--- config.mk ---
export PLATFORM = sky130hd
export DESIGN_NAME = sorted_neighbor_list_compare_unit
export DESIGN_NICKNAME = d
export VERILOG_FILES = /design/src/hdl/snlc_pkg.sv /design/src/hdl/snlc_ctrl.sv /design/src/hdl/snlc_dpath.sv /design/src/hdl/sorted_neighbor_list_compare_unit.sv
export SDC_FILE = /design/constraint.sdc
export NUM_CORES = 2
export LEC_CHECK = 0
export ABC_AREA = 1
export ABC_CLOCK_PERIOD_IN_PS = 10470
export BUFFER_PORTS_ARGS = -buffer_cell sky130_fd_sc_hd__buf_2
export CAP_MARGIN = 5
export CORE_AREA = 2 2 565 567
export DETAILED_ROUTE_END_ITERATION = 12
export DIE_AREA = 0 0 567 569
export MAX_ROUTING_LAYER = met4
export REMOVE_ABC_BUFFERS = 1
export SYNTH_ARGS = -nofsm -noshare
export SYNTH_HDL_FRONTEND = slang
export SYNTH_SLANG_ARGS = --single-unit
--- constraint.sdc ---
create_clock -name i_clk -period 10.47 [get_ports i_clk]
set_input_delay 2.094 -clock i_clk [delete_from_list [all_inputs] [get_ports i_clk]]
set_output_delay 2.094 -clock i_clk [all_outputs]
set_load 0.1 [all_outputs]
--- src/hdl/snlc_pkg.sv ---
package snlc_pkg;

    // Default list capacity per graph row.
    localparam int MAX_DEGREE_DEF = 64;

    // Operation codes of an input beat.
    localparam logic [1:0] OP_PUSH_A = 2'd0;
    localparam logic [1:0] OP_PUSH_B = 2'd1;
    localparam logic [1:0] OP_CLOSE  = 2'd2;
    localparam logic [1:0] OP_FINISH = 2'd3;

    // Verdict kinds of a result beat.
    localparam logic KIND_ROW   = 1'b0;
    localparam logic KIND_GRAPH = 1'b1;

    // Input beat.
    typedef struct packed {
        logic [1:0]  operation;
        logic [15:0] neighbor;
        logic [15:0] vertex_count_a;
        logic [15:0] vertex_count_b;
    } t_item;

    // Result beat.
    typedef struct packed {
        logic verdict_kind;
        logic same;
        logic row_overflow;
    } t_res;

    // Controller states.
    typedef enum logic [2:0] {
        S_IDLE,
        S_INS_RD,
        S_INS_CMP,
        S_CMP_RD,
        S_CMP_CHK
    } t_state;

    // Commands from the controller to the datapath.
    typedef struct packed {
        logic ovf_set;
        logic ins_load;
        logic ins_shift;
        logic ins_place;
        logic cmp_init;
        logic cmp_rd;
        logic cmp_next;
        logic row_emit;
        logic row_same;
        logic graph_emit;
    } t_cmd;

    // Status from the datapath to the controller.
    typedef struct packed {
        logic sel_full;
        logic pos_zero;
        logic rd_gt;
        logic row_ok;
        logic k_done;
        logic rd_eq;
    } t_sts;

endpackage

--- src/hdl/snlc_ctrl.sv ---
module snlc_ctrl (
    input  logic              i_clk,
    input  logic              i_rst_n,
    input  logic              i_accept,
    input  logic [1:0]        i_operation,
    input  snlc_pkg::t_sts    i_sts,
    output snlc_pkg::t_cmd    o_cmd,
    output logic              o_busy
);

    snlc_pkg::t_state r_state;
    snlc_pkg::t_state n_state;

    // State register.
    always_ff @(posedge i_clk) begin
        if (!i_rst_n) begin
            r_state <= snlc_pkg::S_IDLE;
        end else begin
            r_state <= n_state;
        end
    end

    // Next state.
    always_comb begin
        n_state = r_state;
        case (r_state)
            snlc_pkg::S_IDLE: begin
                if (i_accept) begin
                    case (i_operation)
                        snlc_pkg::OP_PUSH_A, snlc_pkg::OP_PUSH_B: begin
                            if (!i_sts.sel_full) begin
                                n_state = snlc_pkg::S_INS_RD;
                            end
                        end
                        snlc_pkg::OP_CLOSE: begin
                            if (i_sts.row_ok) begin
                                n_state = snlc_pkg::S_CMP_RD;
                            end
                        end
                        default: n_state = snlc_pkg::S_IDLE;
                    endcase
                end
            end
            snlc_pkg::S_INS_RD: begin
                n_state = i_sts.pos_zero ? snlc_pkg::S_IDLE : snlc_pkg::S_INS_CMP;
            end
            snlc_pkg::S_INS_CMP: begin
                n_state = i_sts.rd_gt ? snlc_pkg::S_INS_RD : snlc_pkg::S_IDLE;
            end
            snlc_pkg::S_CMP_RD: begin
                n_state = i_sts.k_done ? snlc_pkg::S_IDLE : snlc_pkg::S_CMP_CHK;
            end
            snlc_pkg::S_CMP_CHK: begin
                n_state = i_sts.rd_eq ? snlc_pkg::S_CMP_RD : snlc_pkg::S_IDLE;
            end
            default: n_state = snlc_pkg::S_IDLE;
        endcase
    end

    // Datapath commands.
    always_comb begin
        o_cmd = '0;
        case (r_state)
            snlc_pkg::S_IDLE: begin
                if (i_accept) begin
                    case (i_operation)
                        snlc_pkg::OP_PUSH_A, snlc_pkg::OP_PUSH_B: begin
                            if (i_sts.sel_full) begin
                                o_cmd.ovf_set = 1'b1;
                            end else begin
                                o_cmd.ins_load = 1'b1;
                            end
                        end
                        snlc_pkg::OP_CLOSE: begin
                            if (i_sts.row_ok) begin
                                o_cmd.cmp_init = 1'b1;
                            end else begin
                                o_cmd.row_emit = 1'b1;
                            end
                        end
                        default: o_cmd.graph_emit = 1'b1;
                    endcase
                end
            end
            snlc_pkg::S_INS_RD: begin
                // At the bottom of the list, with no entry below, the value lands here.
                o_cmd.ins_place = i_sts.pos_zero;
            end
            snlc_pkg::S_INS_CMP: begin
                o_cmd.ins_shift = i_sts.rd_gt;
                o_cmd.ins_place = !i_sts.rd_gt;
            end
            snlc_pkg::S_CMP_RD: begin
                o_cmd.row_emit = i_sts.k_done;
                o_cmd.row_same = i_sts.k_done;
                o_cmd.cmp_rd   = !i_sts.k_done;
            end
            snlc_pkg::S_CMP_CHK: begin
                o_cmd.row_emit = !i_sts.rd_eq;
                o_cmd.cmp_next = i_sts.rd_eq;
            end
            default: o_cmd = '0;
        endcase
    end

    assign o_busy = (r_state != snlc_pkg::S_IDLE);

endmodule

--- src/hdl/snlc_dpath.sv ---
module snlc_dpath #(
    parameter int MAX_DEGREE = snlc_pkg::MAX_DEGREE_DEF
) (
    input  logic              i_clk,
    input  logic              i_rst_n,
    input  snlc_pkg::t_item   i_item,
    input  snlc_pkg::t_cmd    i_cmd,
    output snlc_pkg::t_sts    o_sts,
    output logic              o_res_strobe,
    output snlc_pkg::t_res    o_res
);

    localparam int CNT_W = $clog2(MAX_DEGREE + 1);
    localparam int IDX_W = (MAX_DEGREE > 1) ? $clog2(MAX_DEGREE) : 1;
    localparam logic [CNT_W-1:0] FULL = CNT_W'(MAX_DEGREE);

    logic [15:0]      mem_a [MAX_DEGREE];
    logic [15:0]      mem_b [MAX_DEGREE];

    logic [CNT_W-1:0] r_cnt_a;
    logic [CNT_W-1:0] r_cnt_b;
    logic             r_ovf;
    logic             r_all_same;
    logic             r_sel;
    logic [15:0]      r_value;
    logic [CNT_W-1:0] r_pos;
    logic [CNT_W-1:0] r_k;
    logic [15:0]      r_rd_a;
    logic [15:0]      r_rd_b;
    logic             r_strobe;
    snlc_pkg::t_res   r_res;

    logic [CNT_W-1:0] pos_m1;
    logic [IDX_W-1:0] rd_addr;
    logic [IDX_W-1:0] wr_addr;
    logic [15:0]      rd_sel;
    logic [15:0]      wr_data;
    logic             wr_en;
    logic             push_b;

    // Read and write addressing of the two lists.
    assign pos_m1  = r_pos - 1'b1;
    assign rd_addr = i_cmd.cmp_rd ? r_k[IDX_W-1:0] : pos_m1[IDX_W-1:0];
    assign wr_addr = r_pos[IDX_W-1:0];
    assign rd_sel  = r_sel ? r_rd_b : r_rd_a;
    assign wr_data = i_cmd.ins_shift ? rd_sel : r_value;
    assign wr_en   = i_cmd.ins_shift | i_cmd.ins_place;
    assign push_b  = (i_item.operation == snlc_pkg::OP_PUSH_B);

    // List memories with registered reads.
    always_ff @(posedge i_clk) begin
        if (wr_en && !r_sel) begin
            mem_a[wr_addr] <= wr_data;
        end
        if (wr_en && r_sel) begin
            mem_b[wr_addr] <= wr_data;
        end
        r_rd_a <= mem_a[rd_addr];
        r_rd_b <= mem_b[rd_addr];
    end

    // Insertion and compare pointers.
    always_ff @(posedge i_clk) begin
        if (i_cmd.ins_load) begin
            r_sel   <= push_b;
            r_value <= i_item.neighbor;
            r_pos   <= push_b ? r_cnt_b : r_cnt_a;
        end else if (i_cmd.ins_shift) begin
            r_pos <= pos_m1;
        end
        if (i_cmd.cmp_init) begin
            r_k <= '0;
        end else if (i_cmd.cmp_next) begin
            r_k <= r_k + 1'b1;
        end
    end

    // Row counts, overflow and graph flag.
    always_ff @(posedge i_clk) begin
        if (!i_rst_n) begin
            r_cnt_a    <= '0;
            r_cnt_b    <= '0;
            r_ovf      <= 1'b0;
            r_all_same <= 1'b1;
        end else begin
            if (i_cmd.ovf_set) begin
                r_ovf <= 1'b1;
            end
            if (i_cmd.ins_place && !r_sel) begin
                r_cnt_a <= r_cnt_a + 1'b1;
            end
            if (i_cmd.ins_place && r_sel) begin
                r_cnt_b <= r_cnt_b + 1'b1;
            end
            if (i_cmd.row_emit || i_cmd.graph_emit) begin
                r_cnt_a <= '0;
                r_cnt_b <= '0;
                r_ovf   <= 1'b0;
            end
            if (i_cmd.row_emit && !i_cmd.row_same) begin
                r_all_same <= 1'b0;
            end
            if (i_cmd.graph_emit) begin
                r_all_same <= 1'b1;
            end
        end
    end

    // Result strobe for one cycle per verdict.
    always_ff @(posedge i_clk) begin
        if (!i_rst_n) begin
            r_strobe <= 1'b0;
        end else begin
            r_strobe <= i_cmd.row_emit | i_cmd.graph_emit;
        end
    end

    // Result payload.
    always_ff @(posedge i_clk) begin
        if (i_cmd.row_emit) begin
            r_res.verdict_kind <= snlc_pkg::KIND_ROW;
            r_res.same         <= i_cmd.row_same;
            r_res.row_overflow <= r_ovf;
        end else if (i_cmd.graph_emit) begin
            r_res.verdict_kind <= snlc_pkg::KIND_GRAPH;
            r_res.same         <= (i_item.vertex_count_a == i_item.vertex_count_b)
                                  && r_all_same;
            r_res.row_overflow <= 1'b0;
        end
    end

    // Status toward the controller.
    always_comb begin
        o_sts.sel_full = push_b ? (r_cnt_b == FULL) : (r_cnt_a == FULL);
        o_sts.pos_zero = (r_pos == '0);
        o_sts.rd_gt    = (rd_sel > r_value);
        o_sts.row_ok   = !r_ovf && (r_cnt_a == r_cnt_b);
        o_sts.k_done   = (r_k == r_cnt_a);
        o_sts.rd_eq    = (r_rd_a == r_rd_b);
    end

    assign o_res_strobe = r_strobe;
    assign o_res        = r_res;

endmodule

--- src/hdl/sorted_neighbor_list_compare_unit.sv ---
// Compares two graphs row by row. Push beats insert a neighbor into the
// sorted list of graph A or B; a close beat gives a row verdict, and a
// finish beat gives the graph verdict. A beat is taken when start is high
// and busy is low. A push moves past larger entries in the list memory,
// since each step reads one entry and writes one back, until the new
// neighbor fits; a push to a full list writes nothing to the list. A
// close gives its verdict without reading the lists when the row
// overflowed or the lengths differ. Otherwise both lists are read side by
// side, entry by entry, up to the end of the row or the first mismatch.
// Each verdict is flagged by o_res_strobe for exactly one cycle, the
// cycle after the deciding step; the receiver has no way to stall it, so
// it must take every result beat as it comes.
module sorted_neighbor_list_compare_unit #(
    parameter int MAX_DEGREE = snlc_pkg::MAX_DEGREE_DEF
) (
    input  logic             i_clk,
    input  logic             i_rst_n,
    input  logic             start,
    output logic             busy,
    input  snlc_pkg::t_item  i_item,
    output logic             o_res_strobe,
    output snlc_pkg::t_res   o_res
);

    snlc_pkg::t_cmd cmd;
    snlc_pkg::t_sts sts;
    logic           accept;

    assign accept = start && !busy;

    // Sequencer.
    snlc_ctrl u_ctrl (
        .i_clk       (i_clk),
        .i_rst_n     (i_rst_n),
        .i_accept    (accept),
        .i_operation (i_item.operation),
        .i_sts       (sts),
        .o_cmd       (cmd),
        .o_busy      (busy)
    );

    // Lists, counters and result register.
    snlc_dpath #(
        .MAX_DEGREE (MAX_DEGREE)
    ) u_dpath (
        .i_clk        (i_clk),
        .i_rst_n      (i_rst_n),
        .i_item       (i_item),
        .i_cmd        (cmd),
        .o_sts        (sts),
        .o_res_strobe (o_res_strobe),
        .o_res        (o_res)
    );

endmodule

; Word level (Yosys, flattened, before mapping)
; Memories as Yosys holds them, arrays and structs flattened. A register that Yosys moved wholly into a read port is not among the register bits.
; Cells that the tools add are included.
; Widths: inputs -> output; s select.
[word_totals]
ff_bits = 54
latch_bits = 0
mem_bits_rw = 2048
rom_bits = 0
inputBits = 53
output_inout_bits = 5
n_memories = 2
[classes]
n_addsub = 4
multipliers = 0
div_mod_pow = 0
order_cmp = 1
eq_ne = 15
shifts = 0
n_mux = 43
bitwise = 3
n_reduce_logical = 27
[memory_table]
columns = name, words, word_bits, rd, rd_ports_with_merged_regs, write_ports, line_no
row1 = u_dpath.mem_a, 64, 16, 1, 1, 1, snlc_dpath.sv:17  ; logic [15:0] mem_a [MAX_DEGREE];
row2 = u_dpath.mem_b, 64, 16, 1, 1, 1, snlc_dpath.sv:18  ; logic [15:0] mem_b [MAX_DEGREE];
[op_table]
columns = op, count
row1 = $eq 16x16->1, 2
row2 = $mux 16, 2
row3 = $mux 1, 22
row4 = $add 7x1->7 const B, 3
row5 = $mux 7, 3
row6 = $gt 16x16->1, 1
row7 = $pmux 3 s5, 1
row8 = $eq 7x7->1, 2
row9 = $eq 7x7->1 const B, 2
row10 = $mux 2, 7
row11 = $mux 3, 4
row12 = $logic_and 1x1->1, 8
row13 = $logic_not 1->1, 7
row14 = $logic_not 7->1, 1
row15 = $sub 7x1->7 const B, 1
row16 = $eq 3x2->1 const B, 2
row17 = $mux 6, 1
row18 = $ne 3x3->1 const B, 2
row19 = $pmux 3 s2, 1
row20 = $reduce_or 2->1, 3
row21 = $reduce_bool 2->1, 2
row22 = $eq 3x1->1 const B, 1
row23 = $eq 3x3->1 const B, 1
row24 = $logic_not 3->1, 1
row25 = other kinds (12), 13

; Longest topological paths before layout
[logic_depth]
word_depth = 8
mapped_depth = 20
depth_no_buf = 17

; Cells and area by module
; From an unflattened synthesis, not the netlist that was laid out.
[unflattened]
cells_unflattened = 9328
area_unflattened_um2 = 94534.4
[modules_own_cells]
columns = module, instances, cells_per_inst, area_per_inst_um2, seq_area_each_um2
row1 = snlc_dpath, 1, 9273, 94232.9, 63420.8
row2 = snlc_ctrl, 1, 53, 291.5, 60.1
row3 = sorted_neighbor_list_compare_unit, 1, 2, 10.0, 0.0

; Least setup slack after synthesis
; No wires, ideal clock.
[synth_timing]
path_kind = register -> register
from = register u_dpath.r_sel
to = memory u_dpath.mem_a[0][0], data pin
setup_ps = 1197
arrival_ps = 7196
t_required_ps = 9273
setup_slack_ps = 2077
stages_incl_launch_ff = 15
period_less_slack_ps = 8393
path_cell_list = edfxtp_1 -> clkbuf_1 -> clkbuf_1 -> o21ai_0 -> ha_1 -> inv_1 -> o31ai_1 -> nand2_1 -> o211ai_1 -> nand2_1 -> a21boi_0 -> inv_1 -> nor2_1 -> inv_1 -> o21ai_0
[synth_between]
elab_chain_len = 4
[synth_rtl]
columns = item, line_no
row1 = "start, declared", snlc_dpath.sv:24  ; logic r_sel;
row2 = "start signal, assigned", snlc_dpath.sv:65  ; r_sel <= push_b;
row3 = $mux 16 (*), snlc_dpath.sv:45  ; assign rd_sel = r_sel ? r_rd_b : r_rd_a;
row4 = $gt 16x16->1, snlc_dpath.sv:136  ; o_sts.rd_gt = (rd_sel > r_value);
row5 = $mux 1, snlc_ctrl.sv:63  ; case (r_state)
row6 = $mux 16 (*), snlc_dpath.sv:46  ; assign wr_data = i_cmd.ins_shift ? rd_sel : r_value;
row7 = net u_dpath.wr_data[0], snlc_dpath.sv:37  ; logic [15:0] wr_data;
row8 = "end, declared", snlc_dpath.sv:17
; Mark *: on every way through the listed nets, which the timed path passes. The rest lies on a longest branch.

; Worst setup path in the final report
[layout_timing]
from = register u_dpath.r_sel
to = memory u_dpath.mem_a[5][11], data pin
; Same word-level chain as after synthesis.

==> metrics.json <==
{
  "synth_sequential_area_ratio": {"value": 67.1, "unit": "%"},
  "synth-async-reset-ratio": {"value": 0, "unit": "%"},
  "combinationalPowerShare": {"value": 15.6, "unit": "%"},
  "place_area": {"value": 100000, "unit": "sq um"},
  "cellLeakagePower": {"value": 44.3, "unit": "nW"},
  "post_synth_edffs": {"value": 2074},
  "hold_path_end": {"value": "u_dpath.r_all_same"},
  "grt_start_max_net_pins": {"value": 179},
  "power.total": {"value": 20.2, "unit": "mW"},
  "crit_path_max_fanout": {"value": 48},
  "cts-hold-fix-buffers": {"value": 0},
  "first_pass_iters": {"value": 7},
  "holdCritPathClass": {"value": "reg2reg"},
  "timing.slew.headroom": {"value": 17.8, "unit": "%"},
  "timing.reg2reg.setup_slack": {"value": 4530, "unit": "ps"},
  "postRouteWirelength": {"value": 276000, "unit": "microns"},
  "hold_start": {"value": "u_dpath.r_all_same"},
  "layout-area-overhead-vs-synth": {"value": 12.8, "unit": "%"},
  "placed_cells_incl_taps": {"value": 13300},
  "synth_seq_cells": {"value": 2134},
  "start_kind": {"value": "register"},
  "final_hold_viol_count": {"value": 0},
  "arrival_time_reported_for_the_critical_path_endpoint": {"value": 6490, "unit": "ps"},
  "reg2reg_depth": {"value": 17},
  "post-route-min-period": {"value": 5940, "unit": "ps"},
  "synth.distinct_cells": {"value": 40},
  "finalClockSkew": {"value": 63.0, "unit": "ps"},
  "floorplan.io_pins": {"value": 58},
  "post_cts_resized": {"value": 0},
  "power_density": {"value": 189, "unit": "nW/um^2"},
  "dominantRegCellSynth": {"value": "sky130_fd_sc_hd__edfxtp_1"},
  "setup.worst_path.start": {"value": "u_dpath.r_sel"},
  "first_global_vias": {"value": 60300},
  "maxSlewViolCount": {"value": 0},
  "clk-insertion-delay-late": {"value": 860, "unit": "ps"},
  "rsz0062_at_grt": {"value": "no"},
  "cts_sinks": {"value": 2134},
  "run_status": {"value": "finished, final reports clean"},
  "period_utilisation_layout": {"value": 56.7, "unit": "%"},
  "htree_levels": {"value": 4},
  "synth_cells": {"value": 9410},
  "maxCapViolations": {"value": 0},
  "fraction_of_layout_cells_with_a_size_suffix_above_1": {"value": 6.60, "unit": "%"},
  "fill_cell_total_of_the_finished_layout": {"value": 31400},
  "end_kind": {"value": "register"},
  "grt_util_all_layers": {"value": 17.1, "unit": "%"},
  "netSwitchingPower": {"value": 5.74, "unit": "mW"},
  "worst_ir_drop_vdd": {"value": 0.160, "unit": "mV"},
  "post_layout_net_count": {"value": 9450},
  "drc": {"value": 0},
  "most_common_cell_after_layout_fill_and_taps_aside": {"value": "sky130_fd_sc_hd__nand2_1"},
  "ys.warnings.count": {"value": 0},
  "timing.hold.worst_path_depth": {"value": 2},
  "intPower": {"value": 14.4, "unit": "mW"},
  "total_cts_buffers": {"value": 210},
  "cts-root-buf": {"value": "sky130_fd_sc_hd__clkbuf_16"},
  "category_of_the_critical_setup_timing_path": {"value": "reg2reg"},
  "switching_share": {"value": 28.5, "unit": "%"},
  "detail_route.wl_per_cell": {"value": 20.1, "unit": "microns"},
  "regToRegStartpoint": {"value": "u_dpath.r_sel"},
  "dr.first_iter.drc_count": {"value": 7196},
  "wire_length_of_the_first_global_routing_pass": {"value": 402000, "unit": "microns"},
  "tritoncts": {"value": "done"},
  "drt-vias-per-instance": {"value": 4.75},
  "die_height": {"value": 569, "unit": "microns"},
  "reg2reg_to": {"value": "u_dpath.mem_a[5][11]"},
  "path_clk_slew": {"value": 60, "unit": "ps"},
  "hpwlAfterDp": {"value": 141000, "unit": "microns"},
  "max_freq": {"value": 168, "unit": "MHz"},
  "finalSetupViolCount": {"value": 0},
  "die_x": {"value": 567, "unit": "microns"},
  "timing_worst_slew_pin_value": {"value": 1230, "unit": "ps"},
  "drt.antenna.violating_nets": {"value": 0},
  "final.hold.worst_slack": {"value": 454, "unit": "ps"},
  "postCtsSetupRepairBufs": {"value": 0},
  "layout.cells.non_filler": {"value": 13800},
  "reg_power_share": {"value": 47.9, "unit": "%"},
  "die_area": {"value": 323000, "unit": "sq um"},
  "grt_overflow": {"value": 0},
  "initial_antenna_violation_count": {"value": 6},
  "clk_path_buf_depth": {"value": 3},
  "cp_required": {"value": 11020, "unit": "ps"},
  "mappedNetlistArea": {"value": 94700, "unit": "sq um"},
  "average_cell_area_after_synthesis": {"value": 10.1, "unit": "sq um"},
  "tns": {"value": 0, "unit": "ps"},
  "dr_total_vias": {"value": 65300},
  "floorplan.core_area": {"value": 317000, "unit": "sq um"},
  "layout.cell_area.non_filler": {"value": 107000, "unit": "sq um"},
  "most_frequent_cells_in_the_layout": {"value": "sky130_fd_sc_hd__nand2_1 (2223), sky130_fd_sc_hd__nand3_1 (2165), sky130_fd_sc_hd__edfxtp_1 (2074)"},
  "io_buffers": {"value": 57},
  "gpl.final_weighted_congestion": {"value": 0.883},
  "initial_utilization": {"value": 29.9, "unit": "%"},
  "proportion_of_power_drawn_by_the_clock_network": {"value": 36.5, "unit": "%"},
  "rows": {"value": 207}
}
[state kept, by name, summed over array words and instances, names as in the netlist]
| register | flops |
|---|---|
| u_dpath.r_k | 7 |
| u_dpath.r_rd_a | 16 |
| u_dpath.o_res_strobe | 1 |
| u_dpath.r_cnt_b | 7 |
| u_ctrl.r_state | 3 |
| u_dpath.mem_b | 1024 |
| u_dpath.o_res | 3 |
| u_dpath.r_value | 16 |
| u_dpath.r_rd_b | 16 |
| u_dpath.r_ovf | 1 |
| u_dpath.r_cnt_a | 7 |
| u_dpath.r_all_same | 1 |
| u_dpath.r_pos | 7 |
| u_dpath.r_sel | 1 |
| u_dpath.mem_a | 1024 |
[how the worst max path moves through the flow]
stage	end	slack (ps)	cells past startpoint
after floorplan	u_dpath.r_rd_b[10]	-1100	12
after global placement	u_dpath.mem_a[3][11]	4630	17
after detailed placement	u_dpath.mem_a[3][11]	4670	17
after CTS	u_dpath.mem_a[5][11]	4620	17
after global routing	u_dpath.mem_a[6][11]	4100	17
final	u_dpath.mem_a[5][11]	4530	17
[critical path: stages (launching register included)]
cell and delay [ps]:
sky130_fd_sc_hd__edfxtp_1 930, sky130_fd_sc_hd__clkinv_1 570, sky130_fd_sc_hd__nand2_1 160, sky130_fd_sc_hd__nand2_1 80, sky130_fd_sc_hd__ha_1 300, sky130_fd_sc_hd__a21oi_1 80
sky130_fd_sc_hd__o31ai_1 280, sky130_fd_sc_hd__nand2_1 90, sky130_fd_sc_hd__o211ai_1 100, sky130_fd_sc_hd__nand2_1 70, sky130_fd_sc_hd__a21boi_0 330, sky130_fd_sc_hd__inv_1 130
sky130_fd_sc_hd__nor2_4 100, sky130_fd_sc_hd__buf_4 500, sky130_fd_sc_hd__nand2_1 190, sky130_fd_sc_hd__o21ai_4 450, sky130_fd_sc_hd__buf_4 540, sky130_fd_sc_hd__buf_4 560
[Yosys cell counts, types with 6 or more instances]
cell / number / share of area, %
sky130_fd_sc_hd__buf_1: 28 / 0.11
sky130_fd_sc_hd__o21ai_0: 49 / 0.26
sky130_fd_sc_hd__edfxtp_1: 2074 / 66
sky130_fd_sc_hd__buf_4: 17 / 0.13
sky130_fd_sc_hd__nand4_1: 13 / 0.086
sky130_fd_sc_hd__clkbuf_1: 85 / 0.34
sky130_fd_sc_hd__nor2_1: 174 / 0.69
sky130_fd_sc_hd__ha_1: 20 / 0.26
sky130_fd_sc_hd__nor4_1: 6 / 0.040
sky130_fd_sc_hd__nand3_1: 2166 / 11
sky130_fd_sc_hd__nor3_1: 17 / 0.090
sky130_fd_sc_hd__or2_2: 7 / 0.046
sky130_fd_sc_hd__xnor2_1: 14 / 0.13
sky130_fd_sc_hd__inv_1: 2013 / 8.0
sky130_fd_sc_hd__nand2_1: 2226 / 8.8
sky130_fd_sc_hd__xor2_1: 18 / 0.17
sky130_fd_sc_hd__a21oi_1: 28 / 0.15
sky130_fd_sc_hd__dfxtp_1: 60 / 1.3
sky130_fd_sc_hd__buf_2: 359 / 1.9
[kinds of logic after synthesis]
logic type | synth area share [%]
DFF | 67.1
AOI/OAI and AO/OA | 0.588
adders and majority gates | 0.264
buffers and inverters | 10.5
and+or+nand+nor | 21.3
muxes | 0.0106
xor gates and xnor gates | 0.296
[area by class of cell]
cell class	count	area, sq um	share of cell area, %
Multi-Input combinational cell	4768	21900	20.5
Inverter	2019	7590	7.11
Timing Repair Buffer	244	1900	1.78
Sequential cell	2134	63500	59.5
Antenna cell	11	27.5	0.0258
Clock buffer	287	5690	5.33
Clock inverter	108	928	0.870
Tap cell	4180	5230	4.90
[routing by layer]
layer,GRT usage (%),vias to the layer above,wire (microns)
met1,22.2,31600,114000
met2,27.0,2777,128000
met3,3.11,530,24800
met5,-,-,0
li1,-,30400,-
met4,5.59,0,9150
[through the flow]
stage,setup slack (ps),utilization [%]
floorplan,-1100,-
global placement,4630,31.6
detailed placement,4670,31.6
CTS,4620,33.7
global route,4100,33.7
finish,4530,33.7
[power groups by stage]
stage / clock network [mW] / logic [mW] / registers, mW
after floorplan: 0 / 2.30 / 9.90
after global placement: 0 / 3.08 / 9.84
after detailed placement: 0 / 3.10 / 9.84
after CTS: 7.45 / 3.11 / 9.66
after global routing: 7.78 / 3.39 / 9.66
final: 7.35 / 3.14 / 9.66
(Power assumes the default switching activity.)
